===== src/rtl/art_pkg.sv =====
`timescale 1ns / 1ps
// Shared widths, constants and channel codes for the ratiometric ADC telemetry core.
// No dependencies; every other file imports this package.
package art_pkg;

    localparam int KIND_W    = 2;
    localparam int SAMPLE_W  = 12;
    localparam int AVG_W     = 12;
    localparam int SUPPLY_W  = 23;
    localparam int READING_W = 25;
    localparam int OFFSET_W  = 10;

    localparam int AVG_COUNT_DEF = 8;
    localparam int MAX_SAMPLE    = 4095;

    // Serial multiplier: supply or temperature difference times average or slope
    localparam int MUL_A_W   = SUPPLY_W;
    localparam int MUL_B_W   = AVG_W;
    localparam int PROD_W    = MUL_A_W + MUL_B_W;
    localparam int MUL_CNT_W = $clog2(MUL_B_W + 1);

    // Serial divider: widest dividend is the supply-scaled product
    localparam int DIV_W     = PROD_W;
    localparam int DVS_W     = 12;
    localparam int DIV_CNT_W = $clog2(DIV_W + 1);

    // Temperature path: |1430 - mv| * 100 fits in this many bits
    localparam int TPROD_W   = 30;
    localparam int TQUO_W    = 24;

    localparam int REF_NUM_W = 23;
    localparam logic [REF_NUM_W-1:0] REF_NUM      = 23'd4914000;  // 1200 * 4095
    localparam logic [SUPPLY_W-1:0]  SUPPLY_RESET = 23'd3300;
    localparam logic [DVS_W-1:0]     FULL_SCALE   = 12'd4095;
    localparam logic [SUPPLY_W-1:0]  T_SENSOR_MV  = 23'd1430;
    localparam logic [MUL_B_W-1:0]   T_SLOPE_NUM  = 12'd100;
    localparam logic [DVS_W-1:0]     T_SLOPE_DEN  = 12'd43;
    localparam logic signed [READING_W-1:0] T_BASE_TENTHS = 25'sd250;

    localparam logic [KIND_W-1:0] KIND_REF  = 2'd0;
    localparam logic [KIND_W-1:0] KIND_BUS  = 2'd1;
    localparam logic [KIND_W-1:0] KIND_CUR  = 2'd2;
    localparam logic [KIND_W-1:0] KIND_TEMP = 2'd3;

endpackage


===== src/rtl/art_accum.sv =====
`timescale 1ns / 1ps
// Per-channel sample accumulators and group counters for the telemetry core.
// Depends on art_pkg.
module art_accum import art_pkg::*; #(
    parameter int  AVERAGE_COUNT = AVG_COUNT_DEF,
    localparam int SUM_W         = $clog2(MAX_SAMPLE * AVERAGE_COUNT + 1)
) (
    input  logic                aclk,
    input  logic                aresetn,
    input  logic                wr_en,
    input  logic [KIND_W-1:0]   kind,
    input  logic [SAMPLE_W-1:0] sample,
    output logic                group_done,
    output logic [SUM_W-1:0]    group_sum
);

    localparam int CNT_W  = (AVERAGE_COUNT > 1) ? $clog2(AVERAGE_COUNT) : 1;
    localparam int CHAN_N = 1 << KIND_W;

    logic [SUM_W-1:0] sum_reg [CHAN_N];
    logic [CNT_W-1:0] cnt_reg [CHAN_N];

    assign group_sum  = sum_reg[kind] + SUM_W'(sample);
    assign group_done = (cnt_reg[kind] == CNT_W'(AVERAGE_COUNT - 1));

    always_ff @(posedge aclk) begin
        if (!aresetn) begin
            for (int i = 0; i < CHAN_N; i++) begin
                sum_reg[i] <= '0;
                cnt_reg[i] <= '0;
            end
        end else if (wr_en) begin
            // restart the channel once its group is complete
            if (group_done) begin
                sum_reg[kind] <= '0;
                cnt_reg[kind] <= '0;
            end else begin
                sum_reg[kind] <= group_sum;
                cnt_reg[kind] <= cnt_reg[kind] + CNT_W'(1);
            end
        end
    end

endmodule


===== src/rtl/art_mul.sv =====
`timescale 1ns / 1ps
// Bit-serial shift-add multiplier, one multiplier bit per cycle.
// Depends on art_pkg.
module art_mul import art_pkg::*; (
    input  logic               aclk,
    input  logic               aresetn,
    input  logic               start,
    input  logic [MUL_A_W-1:0] mcand,
    input  logic [MUL_B_W-1:0] mplier,
    output logic               done,
    output logic [PROD_W-1:0]  product
);

    logic                 busy_reg, busy_next;
    logic                 done_reg, done_next;
    logic [MUL_CNT_W-1:0] cnt_reg, cnt_next;
    logic [MUL_A_W-1:0]   mcand_reg, mcand_next;
    logic [PROD_W-1:0]    acc_reg, acc_next;
    logic [MUL_A_W:0]     part_sum;

    // add into the upper half, then shift the whole product right one bit
    assign part_sum = {1'b0, acc_reg[PROD_W-1:MUL_B_W]}
                    + (acc_reg[0] ? {1'b0, mcand_reg} : '0);

    always_comb begin
        busy_next  = busy_reg;
        done_next  = 1'b0;
        cnt_next   = cnt_reg;
        mcand_next = mcand_reg;
        acc_next   = acc_reg;
        if (start) begin
            busy_next  = 1'b1;
            cnt_next   = MUL_CNT_W'(MUL_B_W);
            mcand_next = mcand;
            acc_next   = {{MUL_A_W{1'b0}}, mplier};
        end else if (busy_reg) begin
            acc_next = PROD_W'({part_sum, acc_reg[MUL_B_W-1:0]} >> 1);
            cnt_next = cnt_reg - MUL_CNT_W'(1);
            if (cnt_reg == MUL_CNT_W'(1)) begin
                busy_next = 1'b0;
                done_next = 1'b1;
            end
        end
    end

    always_ff @(posedge aclk) begin
        if (!aresetn) begin
            busy_reg <= 1'b0;
            done_reg <= 1'b0;
        end else begin
            busy_reg <= busy_next;
            done_reg <= done_next;
        end
        cnt_reg   <= cnt_next;
        mcand_reg <= mcand_next;
        acc_reg   <= acc_next;
    end

    assign done    = done_reg;
    assign product = acc_reg;

endmodule


===== src/rtl/art_div.sv =====
`timescale 1ns / 1ps
// Bit-serial restoring divider, one quotient bit per cycle.
// Dividend arrives left-aligned with nbits significant bits. Depends on art_pkg.
module art_div import art_pkg::*; (
    input  logic                 aclk,
    input  logic                 aresetn,
    input  logic                 start,
    input  logic [DIV_W-1:0]     dividend,
    input  logic [DVS_W-1:0]     divisor,
    input  logic [DIV_CNT_W-1:0] nbits,
    output logic                 done,
    output logic [DIV_W-1:0]     quotient
);

    logic                 busy_reg, busy_next;
    logic                 done_reg, done_next;
    logic [DIV_CNT_W-1:0] cnt_reg, cnt_next;
    logic [DVS_W-1:0]     dvs_reg, dvs_next;
    logic [DVS_W-1:0]     rem_reg, rem_next;
    logic [DIV_W-1:0]     quo_reg, quo_next;
    logic [DVS_W:0]       shifted;
    logic [DVS_W+1:0]     diff;
    logic                 fits;

    assign shifted = {rem_reg, quo_reg[DIV_W-1]};
    assign diff    = {1'b0, shifted} - {2'b00, dvs_reg};
    assign fits    = !diff[DVS_W+1];

    always_comb begin
        busy_next = busy_reg;
        done_next = 1'b0;
        cnt_next  = cnt_reg;
        dvs_next  = dvs_reg;
        rem_next  = rem_reg;
        quo_next  = quo_reg;
        if (start) begin
            busy_next = 1'b1;
            cnt_next  = nbits;
            dvs_next  = divisor;
            rem_next  = '0;
            quo_next  = dividend;
        end else if (busy_reg) begin
            rem_next = fits ? diff[DVS_W-1:0] : shifted[DVS_W-1:0];
            quo_next = {quo_reg[DIV_W-2:0], fits};
            cnt_next = cnt_reg - DIV_CNT_W'(1);
            if (cnt_reg == DIV_CNT_W'(1)) begin
                busy_next = 1'b0;
                done_next = 1'b1;
            end
        end
    end

    always_ff @(posedge aclk) begin
        if (!aresetn) begin
            busy_reg <= 1'b0;
            done_reg <= 1'b0;
        end else begin
            busy_reg <= busy_next;
            done_reg <= done_next;
        end
        cnt_reg <= cnt_next;
        dvs_reg <= dvs_next;
        rem_reg <= rem_next;
        quo_reg <= quo_next;
    end

    assign done     = done_reg;
    assign quotient = quo_reg;

endmodule


===== src/rtl/adc_ratiometric_telemetry_core.sv =====
`timescale 1ns / 1ps
// Ratiometric ADC telemetry core: per-channel oversampling, supply tracking and scaling.
// One item at a time; a sample that does not complete a group leaves the core idle.
// Closing a group runs the serial units (one bit per cycle): average divide, then for
// the reference REF_NUM/average (skipped on a zero average), else supply*avg/4095 and
// for temperature |1430-mv|*100/43. The result register frees the input side.
// Reset clears sums, counts and offset, and sets the stored supply to 3300 mV.
module adc_ratiometric_telemetry_core import art_pkg::*; #(
    parameter int AVERAGE_COUNT = AVG_COUNT_DEF
) (
    input  logic                       aclk,
    input  logic                       aresetn,
    input  logic                       cfg_we,
    input  logic signed [OFFSET_W-1:0] cfg_wdata,   // temp_offset_tenths
    input  logic                       s_tvalid,
    output logic                       s_tready,
    input  logic [15:0]                s_tdata,     // [11:0] sample
    input  logic [KIND_W-1:0]          s_tuser,     // [1:0] kind
    output logic                       m_tvalid,
    input  logic                       m_tready,
    output logic [31:0]                m_tdata,     // [24:0] reading
    output logic [KIND_W-1:0]          m_tuser      // [1:0] quantity
);

    localparam int SUM_W = $clog2(MAX_SAMPLE * AVERAGE_COUNT + 1);

    localparam logic [3:0] ST_IDLE     = 4'd0;
    localparam logic [3:0] ST_AVG_LD   = 4'd1;
    localparam logic [3:0] ST_AVG_RUN  = 4'd2;
    localparam logic [3:0] ST_REF_LD   = 4'd3;
    localparam logic [3:0] ST_REF_RUN  = 4'd4;
    localparam logic [3:0] ST_MUL_LD   = 4'd5;
    localparam logic [3:0] ST_MUL_RUN  = 4'd6;
    localparam logic [3:0] ST_MV_LD    = 4'd7;
    localparam logic [3:0] ST_MV_RUN   = 4'd8;
    localparam logic [3:0] ST_TMUL_LD  = 4'd9;
    localparam logic [3:0] ST_TMUL_RUN = 4'd10;
    localparam logic [3:0] ST_TDIV_LD  = 4'd11;
    localparam logic [3:0] ST_TDIV_RUN = 4'd12;
    localparam logic [3:0] ST_OUT      = 4'd13;

    logic [3:0]                 state_reg, state_next;
    logic [KIND_W-1:0]          kind_reg, kind_next;
    logic [SUM_W-1:0]           sum_reg, sum_next;
    logic [AVG_W-1:0]           avg_reg, avg_next;
    logic [SUPPLY_W-1:0]        supply_reg, supply_next;
    logic [SUPPLY_W-1:0]        work_reg, work_next;
    logic                       neg_reg, neg_next;
    logic [READING_W-1:0]       result_reg, result_next;
    logic signed [OFFSET_W-1:0] offset_reg;
    logic                       m_tvalid_reg, m_tvalid_next;
    logic [KIND_W-1:0]          m_tuser_reg, m_tuser_next;
    logic [READING_W-1:0]       m_tdata_reg, m_tdata_next;

    logic                 in_xfer;
    logic                 acc_done;
    logic [SUM_W-1:0]     acc_sum;

    logic                 mul_start, mul_done;
    logic [MUL_A_W-1:0]   mul_a;
    logic [MUL_B_W-1:0]   mul_b;
    logic [PROD_W-1:0]    mul_prod;

    logic                 div_start, div_done;
    logic [DIV_W-1:0]     div_dividend;
    logic [DVS_W-1:0]     div_divisor;
    logic [DIV_CNT_W-1:0] div_nbits;
    logic [DIV_W-1:0]     div_quo;

    logic [AVG_W-1:0]            quo_avg;
    logic [SUPPLY_W-1:0]         quo_mv;
    logic signed [SUPPLY_W:0]    temp_diff;
    logic [TQUO_W-1:0]           quo_temp;
    logic signed [READING_W-1:0] temp_signed;
    logic signed [READING_W-1:0] temp_reading;

    assign in_xfer  = s_tvalid && s_tready;
    assign s_tready = (state_reg == ST_IDLE);

    art_accum #(
        .AVERAGE_COUNT(AVERAGE_COUNT)
    ) u_accum (
        .aclk       (aclk),
        .aresetn    (aresetn),
        .wr_en      (in_xfer),
        .kind       (s_tuser),
        .sample     (s_tdata[SAMPLE_W-1:0]),
        .group_done (acc_done),
        .group_sum  (acc_sum)
    );

    art_mul u_mul (
        .aclk    (aclk),
        .aresetn (aresetn),
        .start   (mul_start),
        .mcand   (mul_a),
        .mplier  (mul_b),
        .done    (mul_done),
        .product (mul_prod)
    );

    art_div u_div (
        .aclk     (aclk),
        .aresetn  (aresetn),
        .start    (div_start),
        .dividend (div_dividend),
        .divisor  (div_divisor),
        .nbits    (div_nbits),
        .done     (div_done),
        .quotient (div_quo)
    );

    // operand selection for the shared serial units
    always_comb begin
        mul_start    = 1'b0;
        mul_a        = supply_reg;
        mul_b        = avg_reg;
        div_start    = 1'b0;
        div_dividend = DIV_W'(sum_reg) << (DIV_W - SUM_W);
        div_divisor  = DVS_W'(AVERAGE_COUNT);
        div_nbits    = DIV_CNT_W'(SUM_W);
        case (state_reg)
            ST_AVG_LD: begin
                div_start = 1'b1;
            end
            ST_REF_LD: begin
                div_start    = 1'b1;
                div_dividend = DIV_W'(REF_NUM) << (DIV_W - REF_NUM_W);
                div_divisor  = avg_reg;
                div_nbits    = DIV_CNT_W'(REF_NUM_W);
            end
            ST_MUL_LD: begin
                mul_start = 1'b1;
            end
            ST_MV_LD: begin
                div_start    = 1'b1;
                div_dividend = mul_prod;
                div_divisor  = FULL_SCALE;
                div_nbits    = DIV_CNT_W'(DIV_W);
            end
            ST_TMUL_LD: begin
                mul_start = 1'b1;
                mul_a     = work_reg;
                mul_b     = T_SLOPE_NUM;
            end
            ST_TDIV_LD: begin
                div_start    = 1'b1;
                div_dividend = DIV_W'(mul_prod[TPROD_W-1:0]) << (DIV_W - TPROD_W);
                div_divisor  = T_SLOPE_DEN;
                div_nbits    = DIV_CNT_W'(TPROD_W);
            end
            default: begin
            end
        endcase
    end

    assign quo_avg   = div_quo[AVG_W-1:0];
    assign quo_mv    = div_quo[SUPPLY_W-1:0];
    assign quo_temp  = div_quo[TQUO_W-1:0];
    assign temp_diff = $signed({1'b0, T_SENSOR_MV}) - $signed({1'b0, quo_mv});

    // divide the magnitude, then restore the sign: truncates toward zero
    assign temp_signed  = neg_reg ? -$signed({1'b0, quo_temp}) : $signed({1'b0, quo_temp});
    assign temp_reading = T_BASE_TENTHS + temp_signed + READING_W'(offset_reg);

    always_comb begin
        state_next    = state_reg;
        kind_next     = kind_reg;
        sum_next      = sum_reg;
        avg_next      = avg_reg;
        supply_next   = supply_reg;
        work_next     = work_reg;
        neg_next      = neg_reg;
        result_next   = result_reg;
        m_tvalid_next = m_tvalid_reg;
        m_tuser_next  = m_tuser_reg;
        m_tdata_next  = m_tdata_reg;

        if (m_tvalid_reg && m_tready) begin
            m_tvalid_next = 1'b0;
        end

        case (state_reg)
            ST_IDLE: begin
                if (in_xfer && acc_done) begin
                    kind_next  = s_tuser;
                    sum_next   = acc_sum;
                    state_next = ST_AVG_LD;
                end
            end
            ST_AVG_LD:  state_next = ST_AVG_RUN;
            ST_AVG_RUN: begin
                if (div_done) begin
                    avg_next = quo_avg;
                    if (kind_reg != KIND_REF) begin
                        state_next = ST_MUL_LD;
                    end else if (quo_avg == '0) begin
                        supply_next = SUPPLY_RESET;
                        result_next = READING_W'(SUPPLY_RESET);
                        state_next  = ST_OUT;
                    end else begin
                        state_next = ST_REF_LD;
                    end
                end
            end
            ST_REF_LD:  state_next = ST_REF_RUN;
            ST_REF_RUN: begin
                if (div_done) begin
                    supply_next = quo_mv;
                    result_next = READING_W'(quo_mv);
                    state_next  = ST_OUT;
                end
            end
            ST_MUL_LD:  state_next = ST_MUL_RUN;
            ST_MUL_RUN: begin
                if (mul_done) begin
                    state_next = ST_MV_LD;
                end
            end
            ST_MV_LD:   state_next = ST_MV_RUN;
            ST_MV_RUN: begin
                if (div_done) begin
                    result_next = READING_W'(quo_mv);
                    neg_next    = temp_diff[SUPPLY_W];
                    work_next   = temp_diff[SUPPLY_W] ? SUPPLY_W'(-temp_diff)
                                                      : SUPPLY_W'(temp_diff);
                    state_next  = (kind_reg == KIND_TEMP) ? ST_TMUL_LD : ST_OUT;
                end
            end
            ST_TMUL_LD:  state_next = ST_TMUL_RUN;
            ST_TMUL_RUN: begin
                if (mul_done) begin
                    state_next = ST_TDIV_LD;
                end
            end
            ST_TDIV_LD:  state_next = ST_TDIV_RUN;
            ST_TDIV_RUN: begin
                if (div_done) begin
                    result_next = temp_reading;
                    state_next  = ST_OUT;
                end
            end
            ST_OUT: begin
                // hold until the result register is free
                if (!m_tvalid_reg || m_tready) begin
                    m_tvalid_next = 1'b1;
                    m_tuser_next  = kind_reg;
                    m_tdata_next  = result_reg;
                    state_next    = ST_IDLE;
                end
            end
            default: state_next = ST_IDLE;
        endcase
    end

    always_ff @(posedge aclk) begin
        if (!aresetn) begin
            state_reg    <= ST_IDLE;
            supply_reg   <= SUPPLY_RESET;
            offset_reg   <= '0;
            m_tvalid_reg <= 1'b0;
        end else begin
            state_reg    <= state_next;
            supply_reg   <= supply_next;
            m_tvalid_reg <= m_tvalid_next;
            if (cfg_we) begin
                offset_reg <= cfg_wdata;
            end
        end
        kind_reg    <= kind_next;
        sum_reg     <= sum_next;
        avg_reg     <= avg_next;
        work_reg    <= work_next;
        neg_reg     <= neg_next;
        result_reg  <= result_next;
        m_tuser_reg <= m_tuser_next;
        m_tdata_reg <= m_tdata_next;
    end

    assign m_tvalid = m_tvalid_reg;
    assign m_tuser  = m_tuser_reg;
    assign m_tdata  = {{(32 - READING_W){1'b0}}, m_tdata_reg};

endmodule


===== config.mk =====
export PLATFORM = sky130hd
export DESIGN_NAME = adc_ratiometric_telemetry_core
export DESIGN_NICKNAME = d
export VERILOG_FILES = /design/src/rtl/art_pkg.sv /design/src/rtl/art_accum.sv /design/src/rtl/art_mul.sv /design/src/rtl/art_div.sv /design/src/rtl/adc_ratiometric_telemetry_core.sv
export SDC_FILE = /design/constraint.sdc
export NUM_CORES = 1
export LEC_CHECK = 0
export ABC_AREA = 0
export BUFFER_PORTS_ARGS = -buffer_cell sky130_fd_sc_hd__buf_2
export CAP_MARGIN = 15
export CORE_UTILIZATION = 27
export CTS_CLUSTER_SIZE = 16
export DETAILED_ROUTE_END_ITERATION = 7
export GPL_TIMING_DRIVEN = 0
export HOLD_SLACK_MARGIN = 0.12
export PLACE_DENSITY = 0.5
export SLEW_MARGIN = 20
export SYNTH_ARGS = -nofsm -noshare
export SYNTH_HDL_FRONTEND = slang
export SYNTH_SLANG_ARGS = --single-unit
export TNS_END_PERCENT = 50

===== constraint.sdc =====
create_clock -name aclk -period 8.3 [get_ports aclk]
set_clock_uncertainty 0.15 [all_clocks]
set_input_delay 1.66 -clock aclk [delete_from_list [all_inputs] [get_ports aclk]]
set_output_delay 1.66 -clock aclk [all_outputs]
set_load 0.005 [all_outputs]

==> summary.json, run 1 <==
{
  "post_drt_wl_per_cell": {"value": 18.9, "unit": "um"},
  "antenna_cells": {"value": 0},
  "clock_network_fraction_of_design_power": {"value": 0.401},
  "start_kind": {"value": "input pin"},
  "cts_max_path_buffers": {"value": 3},
  "syn_area": {"value": 0.0193, "unit": "mm^2"},
  "post-synth-top-count-cell": {"value": "edfxtp_1"},
  "p_switching": {"value": 1.06, "unit": "mW"},
  "cts_root_buffer": {"value": "clkbuf_16"},
  "effective_utilization_at_floorplan": {"value": 0.274},
  "placeableCoreArea": {"value": 0.0704, "unit": "mm^2"},
  "post_synth_top_flop": {"value": "edfxtp_1"},
  "globalRouteOverflowTotal": {"value": 0},
  "floorplan.die.width": {"value": 269, "unit": "um"},
  "final_period_utilization": {"value": 0.780},
  "postSynthCellCount": {"value": 1843},
  "via_count_of_the_first_global_routing_pass": {"value": 14305},
  "cp_slowest_stage_delay": {"value": 0.73, "unit": "ns"},
  "cts_hold_buf": {"value": 0},
  "static-leakage-power": {"value": 8.27, "unit": "nW"},
  "ir_drop": {"value": 0.102, "unit": "mV"},
  "ys_seq_elements": {"value": 346},
  "design.final.nets": {"value": 2092},
  "drt_first_iter_violations": {"value": 1146},
  "drt-vias-per-instance": {"value": 4.97},
  "io-pin-count": {"value": 69},
  "area_growth_synth_to_finish": {"value": 14.6, "unit": "%"},
  "yosys.area.top_type_share": {"value": 0.412},
  "layout_cell_share_with_drive_strength_beyond_1": {"value": 0.110},
  "globalplace.congestion": {"value": 0.915},
  "detail-route-antenna-nets": {"value": 0},
  "critPathBufInv": {"value": 4},
  "post_synth.cell_area_avg": {"value": 10.5, "unit": "um^2"},
  "cts_resized": {"value": 0},
  "flip_flop_count_of_the_largest_register_all_copies_and_words_added": {"value": 60},
  "synthSimpleGateAreaFrac": {"value": 0.143},
  "io_buffers": {"value": 56},
  "vias": {"value": 14525},
  "cp_slowest_cell": {"value": "a2111oi_0"},
  "pwr_density_cell": {"value": 186, "unit": "mW/mm^2"},
  "min_path_type": {"value": "reg -> reg"},
  "seqCellArea": {"value": 0.00958, "unit": "mm^2"},
  "max_slew_vio_count": {"value": 0},
  "arrival": {"value": 6.59, "unit": "ns"},
  "sw_frac_of_total": {"value": 0.258},
  "synth_compound_gate_area_share": {"value": 0.143},
  "synth.largest_area_cell": {"value": "edfxtp_1"},
  "required": {"value": 8.42, "unit": "ns"},
  "detail_route.wirelength": {"value": 55.2, "unit": "mm"},
  "endpoint_kind": {"value": "flip-flop"},
  "pin_count_of_the_biggest_net_entering_global_routing": {"value": 42},
  "cts-htree-levels": {"value": 2},
  "cell_by_cell_trace_of_the_critical_path": {"value": "buf_2, clkbuf_1, clkbuf_1, buf_1, mux4_2, ha_1, or3_1, o21ai_0, a211oi_1, a2111oi_0, a21oi_1, xnor2_1, nand2b_1, nor2_1"},
  "firstDrtPassIters": {"value": 7},
  "yosys-mux-area-fraction": {"value": 0.0507},
  "internal-power": {"value": 3.06, "unit": "mW"},
  "hold_viol_final": {"value": 0},
  "fin_total_pwr": {"value": 4.12, "unit": "mW"},
  "cts_tree": {"value": "yes"},
  "most_area_consuming_cells_after_synthesis": {"value": "edfxtp_1 (41%), dfxtp_1 (8.4%), ha_1 (6.7%)"},
  "dieHeight": {"value": 269, "unit": "um"},
  "finalCriticalPeriod": {"value": 6.47, "unit": "ns"},
  "tightestPinTransition": {"value": 1.06, "unit": "ns"},
  "post_synth_xor_area_fraction": {"value": 0.0540},
  "synthTopCellsByCount": {"value": "edfxtp_1 (265), nor2_1 (173), nand2_1 (171), o21ai_0 (108), ha_1 (103)"},
  "dp_hpwl": {"value": 40.9, "unit": "mm"},
  "share_comb_of_total_power": {"value": 0.121},
  "number_of_antenna_violations_at_the_first_check_in_global_routing": {"value": 0},
  "fp-row-count": {"value": 97},
  "outcome": {"value": "complete, no violations"},
  "criticalPathCategory": {"value": "in -> reg"},
  "tritoncts.num_buffers": {"value": 39},
  "groute.usage.overall": {"value": 0.149},
  "tns": {"value": 0, "unit": "ns"},
  "layout.filler_cells": {"value": 7213},
  "design.die.area": {"value": 0.0726, "unit": "mm^2"},
  "seq_power_share": {"value": 0.477},
  "synth_sequential_area_ratio": {"value": 0.496},
  "synthAdderAreaFrac": {"value": 0.0709},
  "critical-path-top-delay-family": {"value": "buffers and inverters"},
  "post-cts-setup-buffer-count": {"value": 0},
  "setup_violations": {"value": 0},
  "ys_async_sr_fraction": {"value": 0},
  "synth_warnings": {"value": 0},
  "synth_cell_types": {"value": 90},
  "dominant_combinational_cell_family_by_area_after_synthesis": {"value": "simple AND/OR/NAND/NOR gates"},
  "clk_latency": {"value": 0.56, "unit": "ns"},
  "cts.reportedPaths.clkPinSlew": {"value": 0.06, "unit": "ns"},
  "slew_headroom": {"value": 0.290},
  "grt_pass1_wl": {"value": 84.9, "unit": "mm"},
  "cpMostUsedCell": {"value": "clkbuf_1"},
  "max_freq": {"value": 154, "unit": "MHz"},
  "timing.max_cap.violations": {"value": 0},
  "setup_repair_after_global_routing_missed_its_margin": {"value": "false"},
  "cts_sinks": {"value": 346},
  "crit_fanout": {"value": 10},
  "post-route-drc-count": {"value": 0},
  "area_of_the_multi_input_gates": {"value": 0.00896, "unit": "mm^2"},
  "synth_enable_flop_cells": {"value": 265}
}
==> cells in the final DEF (no fill, tap or decap), drive strengths merged, types with 11 or more instances in the layout <==
master  instances
a21o           17
a21oi          76
a222oi         18
a22o           19
a22oi          18
a31oi          15
and2           27
and3           16
buf            85
clkbuf        135
clkinv         14
dfxtp          81
edfxtp        265
ha            103
inv           105
mux2           26
mux2i          28
mux4           18
nand2         171
nand2b         22
nand3          28
nor2          175
nor2b          43
nor3           38
o21a           22
o21ai         115
o221ai         11
o22ai          17
o31ai          14
or2            13
or3            17
xnor2          77
xor2           42
==> final cells by class <==
type                       instances  share of cell area
sequential                       346               0.433
inverter                         102              0.0173
buffer                           106              0.0204
multi-input combinational       1295               0.405
timing repair buffer              62              0.0167
clock inverter                    18             0.00514
clock buffer                      52              0.0495
tap                              940              0.0531
==> through the flow <==
step	instance area, um^2	utilization	std cells	worst slack (ns)	hold WS [ns]
after floorplan	19300	-	1849	2.42	0.250
after global placement	20800	0.295	2845	1.27	0.257
after detailed placement	20900	0.297	2851	1.19	0.255
after CTS	22100	0.314	2921	1.73	0.266
after global routing	22100	0.314	2921	1.40	0.272
final	22100	0.314	2921	1.83	0.264
==> path summary, 6_finish.rpt <==
check / start / to / slack, ns / cells past startpoint
max reg2reg: u_div.quotient[6]$_DFFE_PP_ / result_reg[24]$_DFFE_PP_ / 2.97 / 15
min: result_reg[14]$_DFFE_PP_ / m_tdata_reg[14]$_DFFE_PP_ / 0.26 / 0
min reg2reg: result_reg[14]$_DFFE_PP_ / m_tdata_reg[14]$_DFFE_PP_ / 0.26 / 0
max: s_tuser[0] / u_accum.sum_reg[0][12]$_SDFFCE_PN0P_ / 1.83 / 14
==> cells by family after synthesis <==
family          Yosys count
fa+ha+maj               107
simple gates            580
flops                   346
buf+inv                 208
other cells               1
xor+xnor                119
mux                      72
compound gates          410
==> power by group through the flow <==
stage          Clock (mW)  Combinational [mW]  Sequential [mW]
4_1_cts              1.70               0.500             1.97
3_5_place_dp            0               0.497             2.00
6_report             1.65               0.499             1.97
5_1_grt              1.76               0.563             1.97
2_1_floorplan           0               0.378             1.99
3_3_place_gp            0               0.486             2.00
==> routing by layer <==
metal / wire, um / vias up / track usage
li1: - / 6894 / -
met4: 1070 / 0 / 0.0390
met3: 2740 / 65 / 0.0224
met1: 25500 / 7186 / 0.205
met5: 0 / - / 0
met2: 25900 / 380 / 0.244
==> worst register-to-register path: cells and delay by family, from the launching register on <==
| kind | cells | cell delay [ns] |
|---|---|---|
| DFF | 1 | 0.43 |
| and+or+nand+nor | 6 | 2.03 |
| xor gates and xnor gates | 1 | 0.16 |
| buffers and inverters | 1 | 0.33 |
| adders and majority gates | 2 | 0.65 |
| AOI/OAI and AO/OA | 5 | 1.35 |
Power figures use the tool's default switching activity.
==> run 2: changes to the inputs <==
--- a/config.mk
+++ b/config.mk
@@ -5,7 +5,7 @@
 export SDC_FILE = /design/constraint.sdc
 export NUM_CORES = 1
 export LEC_CHECK = 0
-export ABC_AREA = 0
+export ABC_AREA = 1
 export BUFFER_PORTS_ARGS = -buffer_cell sky130_fd_sc_hd__buf_2
 export CAP_MARGIN = 15
 export CORE_UTILIZATION = 27
==> constraint.sdc (replaced) <==
create_clock -name aclk -period 6.5 [get_ports aclk]
set_clock_uncertainty 0.15 [all_clocks]
set_input_delay 1.3 -clock aclk [delete_from_list [all_inputs] [get_ports aclk]]
set_output_delay 1.3 -clock aclk [all_outputs]
set_load 0.005 [all_outputs]
==> run 2 against run 1 <==
  * Hold slack worse by 0.0029 ns
  * Synthesized area is 3.0% higher
  * First-iteration DRC count rose by 12%
  * Highest routed layer unchanged
  * Sequential power is 65% higher
  * Clock-buffer cell count increased by 4
  * Register-to-register slack lost 1.5 ns
  * Flip-flop and latch count is the same
  * Non-clock buffer count down 39
  * Synthesized cell count up 27%
==> summary.json, run 2 <==
{
  "outcome": {"value": "complete, no violations"},
  "tns": {"value": 0, "unit": "ns", "change": "unchanged"},
  "gr-usage-met2": {"value": 0.274, "change": "+0.0294"},
  "floorplan.die.width": {"value": 273, "unit": "um", "change": "+1.5%"},
  "pwr_density_cell": {"value": 412, "unit": "mW/mm^2", "change": "+120%"},
  "cp_slowest_stage_delay": {"value": 0.66, "unit": "ns", "change": "-0.07 ns"},
  "drt-vias-per-instance": {"value": 4.79, "change": "-3.7%"},
  "groute.layer.met1.usage": {"value": 0.217, "change": "+0.0120"},
  "static-leakage-power": {"value": 9.71, "unit": "nW", "change": "+17%"},
  "tritoncts.num_buffers": {"value": 42, "change": "+7.7%"},
  "effective_utilization_at_floorplan": {"value": 0.273, "change": "-0.00176"},
  "arrival": {"value": 5.17, "unit": "ns", "change": "-1.42 ns"},
  "post_drt_wl_per_cell": {"value": 17.8, "unit": "um", "change": "-5.7%"},
  "tightestPinTransition": {"value": 0.994, "unit": "ns", "change": "-0.0681 ns"},
  "worst_setup_path_endpoint": {"value": "result_reg[18]$_DFFE_PP_"},
  "via_count_of_the_first_global_routing_pass": {"value": 16139, "change": "+13%"},
  "synth.largest_area_cell": {"value": "edfxtp_1"},
  "post_synth_top_flop": {"value": "edfxtp_1"},
  "post-cts-setup-buffer-count": {"value": 0, "change": "unchanged"},
  "cts_resized": {"value": 0, "change": "unchanged"},
  "detail_route.wirelength": {"value": 61.3, "unit": "mm", "change": "+11%"},
  "synth_warnings": {"value": 0, "change": "unchanged"},
  "cpMostUsedCell": {"value": "nand2_1"},
  "number_of_antenna_violations_at_the_first_check_in_global_routing": {"value": 1, "change": "+1"},
  "mostFrequentLayoutCells": {"value": "nand2_1 (461), inv_1 (319), nor2_1 (268)"},
  "crit_start": {"value": "u_div.quotient[0]$_DFFE_PP_"},
  "grt_use_met3": {"value": 0.0211, "change": "-0.00121"},
  "final_period_utilization": {"value": 0.775},
  "cts.reportedPaths.clkPinSlew": {"value": 0.06, "unit": "ns", "change": "about the same"},
  "critPathBufInv": {"value": 1, "change": "-3"},
  "globalRoute.busiestLayer": {"value": "met2"},
  "setup_repair_after_global_routing_missed_its_margin": {"value": "false"},
  "timing.max_cap.violations": {"value": 0, "change": "unchanged"},
  "start_kind": {"value": "flip-flop"},
  "synth_enable_flop_cells": {"value": 265, "change": "unchanged"},
  "cp_num_cells": {"value": 19, "change": "+5"},
  "reg2reg_setup_slack": {"value": 1.46, "unit": "ns", "change": "-1.51 ns"},
  "placed_cells_incl_taps": {"value": 3362, "change": "+18%"},
  "cts_hold_buf": {"value": 0, "change": "unchanged"},
  "cts_root_buffer": {"value": "clkbuf_16"},
  "drt_first_iter_violations": {"value": 1281, "change": "+12%"},
  "io_buffers": {"value": 57, "change": "+1.8%"},
  "cell_by_cell_trace_of_the_critical_path": {"value": "inv_1, ha_1, nand2_1, nor2_2, nand3_2, nor2_2, nand2_2, nand2_1, xor2_1, ha_1, ha_1, nand2_1, nor2_1, nand2_1, o21ai_0, a21oi_1, or2_2, nand3_1, o21ai_0"},
  "hold_viol_final": {"value": 0, "change": "unchanged"},
  "required": {"value": 6.64, "unit": "ns", "change": "-1.78 ns"},
  "post-route-drc-count": {"value": 0, "change": "unchanged"},
  "max_freq": {"value": 199, "unit": "MHz"},
  "r2r_start": {"value": "u_div.quotient[0]$_DFFE_PP_"},
  "synth_sequential_area_ratio": {"value": 0.482, "change": "-0.0143"},
  "design.final.nets": {"value": 2587, "change": "+24%"},
  "groute.usage.overall": {"value": 0.163, "change": "+0.0139"},
  "area_growth_synth_to_finish": {"value": 15.1, "unit": "%"},
  "detail-route-antenna-nets": {"value": 0, "change": "unchanged"},
  "slew_headroom": {"value": 0.335, "change": "+0.0446"},
  "ys_async_sr_fraction": {"value": 0, "change": "unchanged"},
  "fp-row-count": {"value": 99, "change": "+2.1%"},
  "globalRouteOverflowTotal": {"value": 0, "change": "unchanged"},
  "synth_cell_types": {"value": 55, "change": "-39%"},
  "area_of_the_multi_input_gates": {"value": 0.00874, "unit": "mm^2", "change": "-2.5%"},
  "cts_sinks": {"value": 346, "change": "unchanged"},
  "hold_depth": {"value": 0, "change": "unchanged"},
  "ir_drop": {"value": 0.185, "unit": "mV", "change": "+82%"},
  "cts_tree": {"value": "yes"},
  "firstDrtPassIters": {"value": 5, "change": "-2"},
  "criticalPathCategory": {"value": "reg -> reg"},
  "yosys.area.top_type_share": {"value": 0.400, "change": "-0.0119"},
  "post_layout_nonfiller_instances": {"value": 3440, "change": "+18%"},
  "post_synth.cell_area_avg": {"value": 8.52, "unit": "um^2", "change": "-19%"},
  "finalCriticalPeriod": {"value": 5.04, "unit": "ns"},
  "placeableCoreArea": {"value": 0.0730, "unit": "mm^2", "change": "+3.6%"},
  "flip_flop_count_of_the_largest_register_all_copies_and_words_added": {"value": 60, "change": "unchanged"},
  "grt_pass1_wl": {"value": 94.1, "unit": "mm", "change": "+11%"},
  "cts_max_path_buffers": {"value": 3, "change": "unchanged"},
  "layout_cell_share_with_drive_strength_beyond_1": {"value": 0.0955, "change": "-0.0140"},
  "setup_violations": {"value": 0, "change": "unchanged"},
  "crit_fanout": {"value": 8, "change": "-2"},
  "dp_hpwl": {"value": 48.1, "unit": "mm", "change": "+18%"},
  "design.die.area": {"value": 0.0748, "unit": "mm^2", "change": "+3.0%"},
  "postSynthCellCount": {"value": 2335, "change": "+27%"},
  "post-synth-top-count-cell": {"value": "nand2_1"},
  "worst_hold_slack": {"value": 0.261, "unit": "ns", "change": "-0.00288 ns"},
  "most_area_consuming_cells_after_synthesis": {"value": "edfxtp_1 (40%), nand2_1 (8.7%), dfxtp_1 (8.2%)"},
  "dieHeight": {"value": 273, "unit": "um", "change": "+1.5%"},
  "ys_seq_elements": {"value": 346, "change": "unchanged"},
  "pin_count_of_the_biggest_net_entering_global_routing": {"value": 33, "change": "-21%"},
  "min_path_type": {"value": "reg -> reg"},
  "endpoint_kind": {"value": "flip-flop"},
  "worstReg2RegEnd": {"value": "result_reg[18]$_DFFE_PP_"},
  "seqCellArea": {"value": 0.00958, "unit": "mm^2", "change": "unchanged"},
  "globalplace.congestion": {"value": 0.948, "change": "+3.6%"},
  "synthTopCellsByCount": {"value": "nand2_1 (461), inv_1 (320), nor2_1 (270), edfxtp_1 (265), o21ai_0 (180)"},
  "clk_latency": {"value": 0.60, "unit": "ns", "change": "+0.04 ns"},
  "cts-htree-levels": {"value": 2, "change": "unchanged"},
  "mostFrequentLayoutCell": {"value": "nand2_1"},
  "critical-path-top-delay-family": {"value": "simple AND/OR/NAND/NOR gates"},
  "cp_slowest_cell": {"value": "edfxtp_1"},
  "r2r_cells": {"value": 19, "change": "+4"},
  "vias": {"value": 16480, "change": "+13%"},
  "syn_area": {"value": 0.0199, "unit": "mm^2", "change": "+3.0%"},
  "antenna_cells": {"value": 0, "change": "unchanged"},
  "max_slew_vio_count": {"value": 0, "change": "unchanged"},
  "layout.filler_cells": {"value": 7653, "change": "+6.1%"},
  "io-pin-count": {"value": 69, "change": "unchanged"}
}
run 2: cells by family after synthesis:
family,synth area share
other cells,0.000189
fa+ha+maj,0.0688
simple gates,0.193
buf+inv,0.0821
xor+xnor,0.0343
flops,0.482
compound gates,0.140
run 2: worst min path at each step:
stage / slack, ns / endpoint / from
floorplan: 0.25 / m_tdata_reg[0]$_DFFE_PP_ / result_reg[0]$_DFFE_PP_
global placement: 0.26 / m_tdata_reg[9]$_DFFE_PP_ / result_reg[9]$_DFFE_PP_
detailed placement: 0.25 / m_tdata_reg[7]$_DFFE_PP_ / result_reg[7]$_DFFE_PP_
CTS: 0.26 / m_tdata_reg[1]$_DFFE_PP_ / result_reg[1]$_DFFE_PP_
global route: 0.26 / m_tdata_reg[10]$_DFFE_PP_ / result_reg[10]$_DFFE_PP_
finish: 0.26 / m_tdata_reg[1]$_DFFE_PP_ / result_reg[1]$_DFFE_PP_
run 2: final cells by class:
type                            count  share of cell area
Timing Repair Buffer               62              0.0154
Sequential cell                   346               0.419
Clock buffer                       56              0.0491
Tap cell                          959              0.0524
Clock inverter                     22              0.0113
Buffer                             67              0.0155
Multi-Input combinational cell   1587               0.382
Inverter                          341              0.0559
run 2: metal layers:
layer | share of wire | vias to the layer above | wire [um]
met2 | 0.47 | 442 | 28700
met3 | 0.055 | 89 | 3370
met4 | 0.026 | 0 | 1620
met1 | 0.45 | 7830 | 27600
li1 | - | 8119 | -
met5 | 0 | - | 0
run 2: power by group:
part	internal, mW	leakage (nW)	switching [mW]	total [mW]
Clock	1.36	0.676	0.980	2.34
Combinational	1.22	5.87	2.61	3.84
Sequential	2.88	3.17	0.373	3.25
run 2: metrics by stage:
step | utilization | area, um^2 | power (mW) | setup WS [ns]
after floorplan | - | 19900 | 5.85 | 2.41
after global placement | 0.293 | 21400 | 7.06 | 1.02
after detailed placement | 0.295 | 21500 | 7.08 | 1.33
after CTS | 0.314 | 22900 | 9.46 | 1.58
after global routing | 0.314 | 22900 | 10.1 | 1.19
final | 0.314 | 22900 | 9.42 | 1.46
==> run 3: changes to the inputs <==
--- a/config.mk
+++ b/config.mk
@@ -13,7 +13,7 @@
 export DETAILED_ROUTE_END_ITERATION = 7
 export GPL_TIMING_DRIVEN = 0
 export HOLD_SLACK_MARGIN = 0.12
-export PLACE_DENSITY = 0.5
+export PLACE_DENSITY = 0.52
 export SLEW_MARGIN = 20
 export SYNTH_ARGS = -nofsm -noshare
 export SYNTH_HDL_FRONTEND = slang
==> constraint.sdc (replaced) <==
create_clock -name aclk -period 4.4 [get_ports aclk]
set_clock_uncertainty 0.15 [all_clocks]
set_input_delay 0.88 -clock aclk [delete_from_list [all_inputs] [get_ports aclk]]
set_output_delay 0.88 -clock aclk [all_outputs]
set_load 0.005 [all_outputs]
==> run 3 against run 2 <==
  * Critical path depth is the same
  * Power up 50%
  * Via count up 0.83%
  * Hold slack lost 0.012 ns
  * Clock power rose by 52%
  * Critical path type unchanged
==> summary.json, run 3 (synthesized netlist as in run 2, its figures left out) <==
{
  "cts_max_path_buffers": {"value": 3, "change": "unchanged"},
  "dieHeight": {"value": 273, "unit": "um", "change": "unchanged"},
  "finalCriticalPeriod": {"value": 4.17, "unit": "ns", "change": "-0.863 ns"},
  "area_growth_synth_to_finish": {"value": 15.8, "unit": "%"},
  "design.final.nets": {"value": 2594, "change": "+0.27%"},
  "sw_frac_of_total": {"value": 0.422, "change": "+0.00135"},
  "pwr_density_cell": {"value": 615, "unit": "mW/mm^2", "change": "+49%"},
  "slew_headroom": {"value": 0.300, "change": "-0.0346"},
  "post-route-util": {"value": 0.316, "change": "+0.00194"},
  "cell_by_cell_trace_of_the_critical_path": {"value": "inv_2, ha_1, nand2_1, nor2_2, nand3_2, nor2_2, nand2_2, nand2_1, xor2_1, ha_1, ha_1, nand2_1, nor2_1, nand2_1, o21ai_2, a21oi_1, or2_2, nand3_1, o21ai_0"},
  "cts_root_buffer": {"value": "clkbuf_16"},
  "number_of_antenna_violations_at_the_first_check_in_global_routing": {"value": 0, "change": "-1"},
  "placed_cells_incl_taps": {"value": 3364, "change": "+0.059%"},
  "critPathBufInv": {"value": 1, "change": "unchanged"},
  "clk_latency": {"value": 0.59, "unit": "ns", "change": "about the same"},
  "r2r_start": {"value": "u_div.quotient[1]$_DFFE_PP_"},
  "cp_slowest_cell": {"value": "edfxtp_1"},
  "setup_repair_after_global_routing_missed_its_margin": {"value": "false"},
  "floorplan.die.width": {"value": 273, "unit": "um", "change": "unchanged"},
  "tightestPinTransition": {"value": 1.05, "unit": "ns", "change": "+0.0517 ns"},
  "detail-route-antenna-nets": {"value": 0, "change": "unchanged"},
  "post-route-drc-count": {"value": 0, "change": "unchanged"},
  "vias": {"value": 16617, "change": "+0.83%"},
  "crit_start": {"value": "u_div.quotient[1]$_DFFE_PP_"},
  "p_switching": {"value": 5.98, "unit": "mW", "change": "+51%"},
  "min_path_type": {"value": "reg -> reg"},
  "hold_viol_final": {"value": 0, "change": "unchanged"},
  "seq_power_share": {"value": 0.335, "change": "-0.010"},
  "fp-row-count": {"value": 99, "change": "unchanged"},
  "drt-vias-per-instance": {"value": 4.82, "change": "+0.66%"},
  "static-leakage-power": {"value": 9.77, "unit": "nW", "change": "+0.63%"},
  "cts-htree-levels": {"value": 2, "change": "unchanged"},
  "arrival": {"value": 4.32, "unit": "ns", "change": "-0.85 ns"},
  "final_period_utilization": {"value": 0.948, "change": "+0.174"},
  "cts_tree": {"value": "yes"},
  "via_count_of_the_first_global_routing_pass": {"value": 15645, "change": "-3.1%"},
  "groute.usage.overall": {"value": 0.162, "change": "-0.000963"},
  "firstDrtPassIters": {"value": 5, "change": "unchanged"},
  "flip_flop_count_of_the_largest_register_all_copies_and_words_added": {"value": 60, "change": "unchanged"},
  "layout.filler_cells": {"value": 7683, "change": "+0.39%"},
  "internal-power": {"value": 8.18, "unit": "mW", "change": "+50%"},
  "ir_drop": {"value": 0.285, "unit": "mV", "change": "+54%"},
  "cts_sinks": {"value": 346, "change": "unchanged"},
  "layout_cell_share_with_drive_strength_beyond_1": {"value": 0.101, "change": "+0.00580"},
  "cpMostUsedCell": {"value": "nand2_1"},
  "post_drt_wl_per_cell": {"value": 17.8, "unit": "um", "change": "-0.30%"},
  "start_kind": {"value": "flip-flop"},
  "min_from": {"value": "result_reg[6]$_DFFE_PP_"},
  "crit_fanout": {"value": 7, "change": "-1"},
  "globalplace.congestion": {"value": 0.936, "change": "-1.3%"},
  "io-pin-count": {"value": 69, "change": "unchanged"},
  "outcome": {"value": "complete, no violations"},
  "timing.max_cap.violations": {"value": 0, "change": "unchanged"},
  "mostFrequentLayoutCell": {"value": "nand2_1"},
  "setup_violations": {"value": 0, "change": "unchanged"},
  "clock_network_fraction_of_design_power": {"value": 0.251, "change": "+0.003"},
  "endpoint_kind": {"value": "flip-flop"},
  "required": {"value": 4.54, "unit": "ns", "change": "-2.10 ns"},
  "antenna_cells": {"value": 0, "change": "unchanged"},
  "max_slew_vio_count": {"value": 0, "change": "unchanged"},
  "cts.reportedPaths.clkPinSlew": {"value": 0.06, "unit": "ns", "change": "about the same"},
  "post_layout_nonfiller_instances": {"value": 3446, "change": "+0.17%"},
  "tritoncts.num_buffers": {"value": 41, "change": "-2.4%"},
  "criticalPathCategory": {"value": "reg -> reg"},
  "cp_slowest_stage_delay": {"value": 0.52, "unit": "ns", "change": "-0.14 ns"},
  "design.die.area": {"value": 0.0748, "unit": "mm^2", "change": "unchanged"},
  "share_comb_of_total_power": {"value": 0.414, "change": "+0.007"},
  "critical-path-top-delay-family": {"value": "simple AND/OR/NAND/NOR gates"},
  "detail_route.wirelength": {"value": 61.2, "unit": "mm", "change": "-0.12%"},
  "max_freq": {"value": 240, "unit": "MHz", "change": "+21%"},
  "io_buffers": {"value": 57, "change": "unchanged"},
  "grt_pass1_wl": {"value": 93.5, "unit": "mm", "change": "-0.61%"},
  "dp_hpwl": {"value": 46.7, "unit": "mm", "change": "-3.0%"},
  "effective_utilization_at_floorplan": {"value": 0.273, "change": "unchanged"},
  "placeableCoreArea": {"value": 0.0730, "unit": "mm^2", "change": "unchanged"},
  "pin_count_of_the_biggest_net_entering_global_routing": {"value": 33, "change": "unchanged"},
  "drt_first_iter_violations": {"value": 1507, "change": "+18%"},
  "globalRouteOverflowTotal": {"value": 0, "change": "unchanged"},
  "mostFrequentLayoutCells": {"value": "nand2_1 (461), inv_1 (317), nor2_1 (268)"}
}
## run 3: area by class of cell
type,count,area (um^2),share of cell area
plain buffers,67,357,0.0155
well taps,959,1200,0.0521
multi-input cells,1587,8750,0.380
inverters,341,1280,0.0557
repair buffers,70,432,0.0187
clock buffers,59,1230,0.0533
clock inverters,17,200,0.00869
flip-flops and latches,346,9580,0.416
## run 3: metrics by stage
stage / setup slack [ns] / hold slack (ns) / area, um^2 / setup TNS, ns / total power [mW]
2_1_floorplan: 0.732 / 0.250 / 19900 / 0 / 8.65
3_3_place_gp: -0.824 / 0.253 / 21400 / -48.08 / 10.5
3_5_place_dp: -0.505 / 0.255 / 21500 / -5.92 / 10.5
4_1_cts: 0.0901 / 0.246 / 23000 / 0 / 14.1
5_1_grt: 0.0115 / 0.265 / 23000 / 0 / 15.1
6_report: 0.227 / 0.248 / 23000 / 0 / 14.2
## run 3: path summary, 6_finish.rpt
| path | end | cells after the start | slack, ns |
|---|---|---|---|
| worst min-delay path | m_tdata_reg[6]$_DFFE_PP_ | 0 | 0.25 |
| worst min register to register | m_tdata_reg[6]$_DFFE_PP_ | 0 | 0.25 |
| worst max-delay path | result_reg[18]$_DFFE_PP_ | 19 | 0.23 |
| worst max register to register | result_reg[18]$_DFFE_PP_ | 19 | 0.23 |
## run 3: timing repair
| item | 4_1_cts | 5_1_grt |
|---|---|---|
| resized for setup | 2 | 8 |
| setup endpoints to repair | 2 | 11 |
| hold buffers | 0 | 0 |
| setup buffers | 1 | 5 |
## run 3: power by group through the flow
stage	combinational (mW)	sequential (mW)	clock, mW
after floorplan	4.07	4.58	0
after global placement	5.63	4.83	0
after detailed placement	5.65	4.83	0
after CTS	5.71	4.75	3.62
after global routing	6.52	4.79	3.75
final	5.86	4.74	3.55
## run 3: per-layer routing
layer  up-vias  routed length [um]  track usage
li1       8133                   -            -
met1      7892               28500        0.229
met2       500               27500        0.257
met3        92                3750       0.0227
met4         0                1400       0.0440
met5         -                   0            0
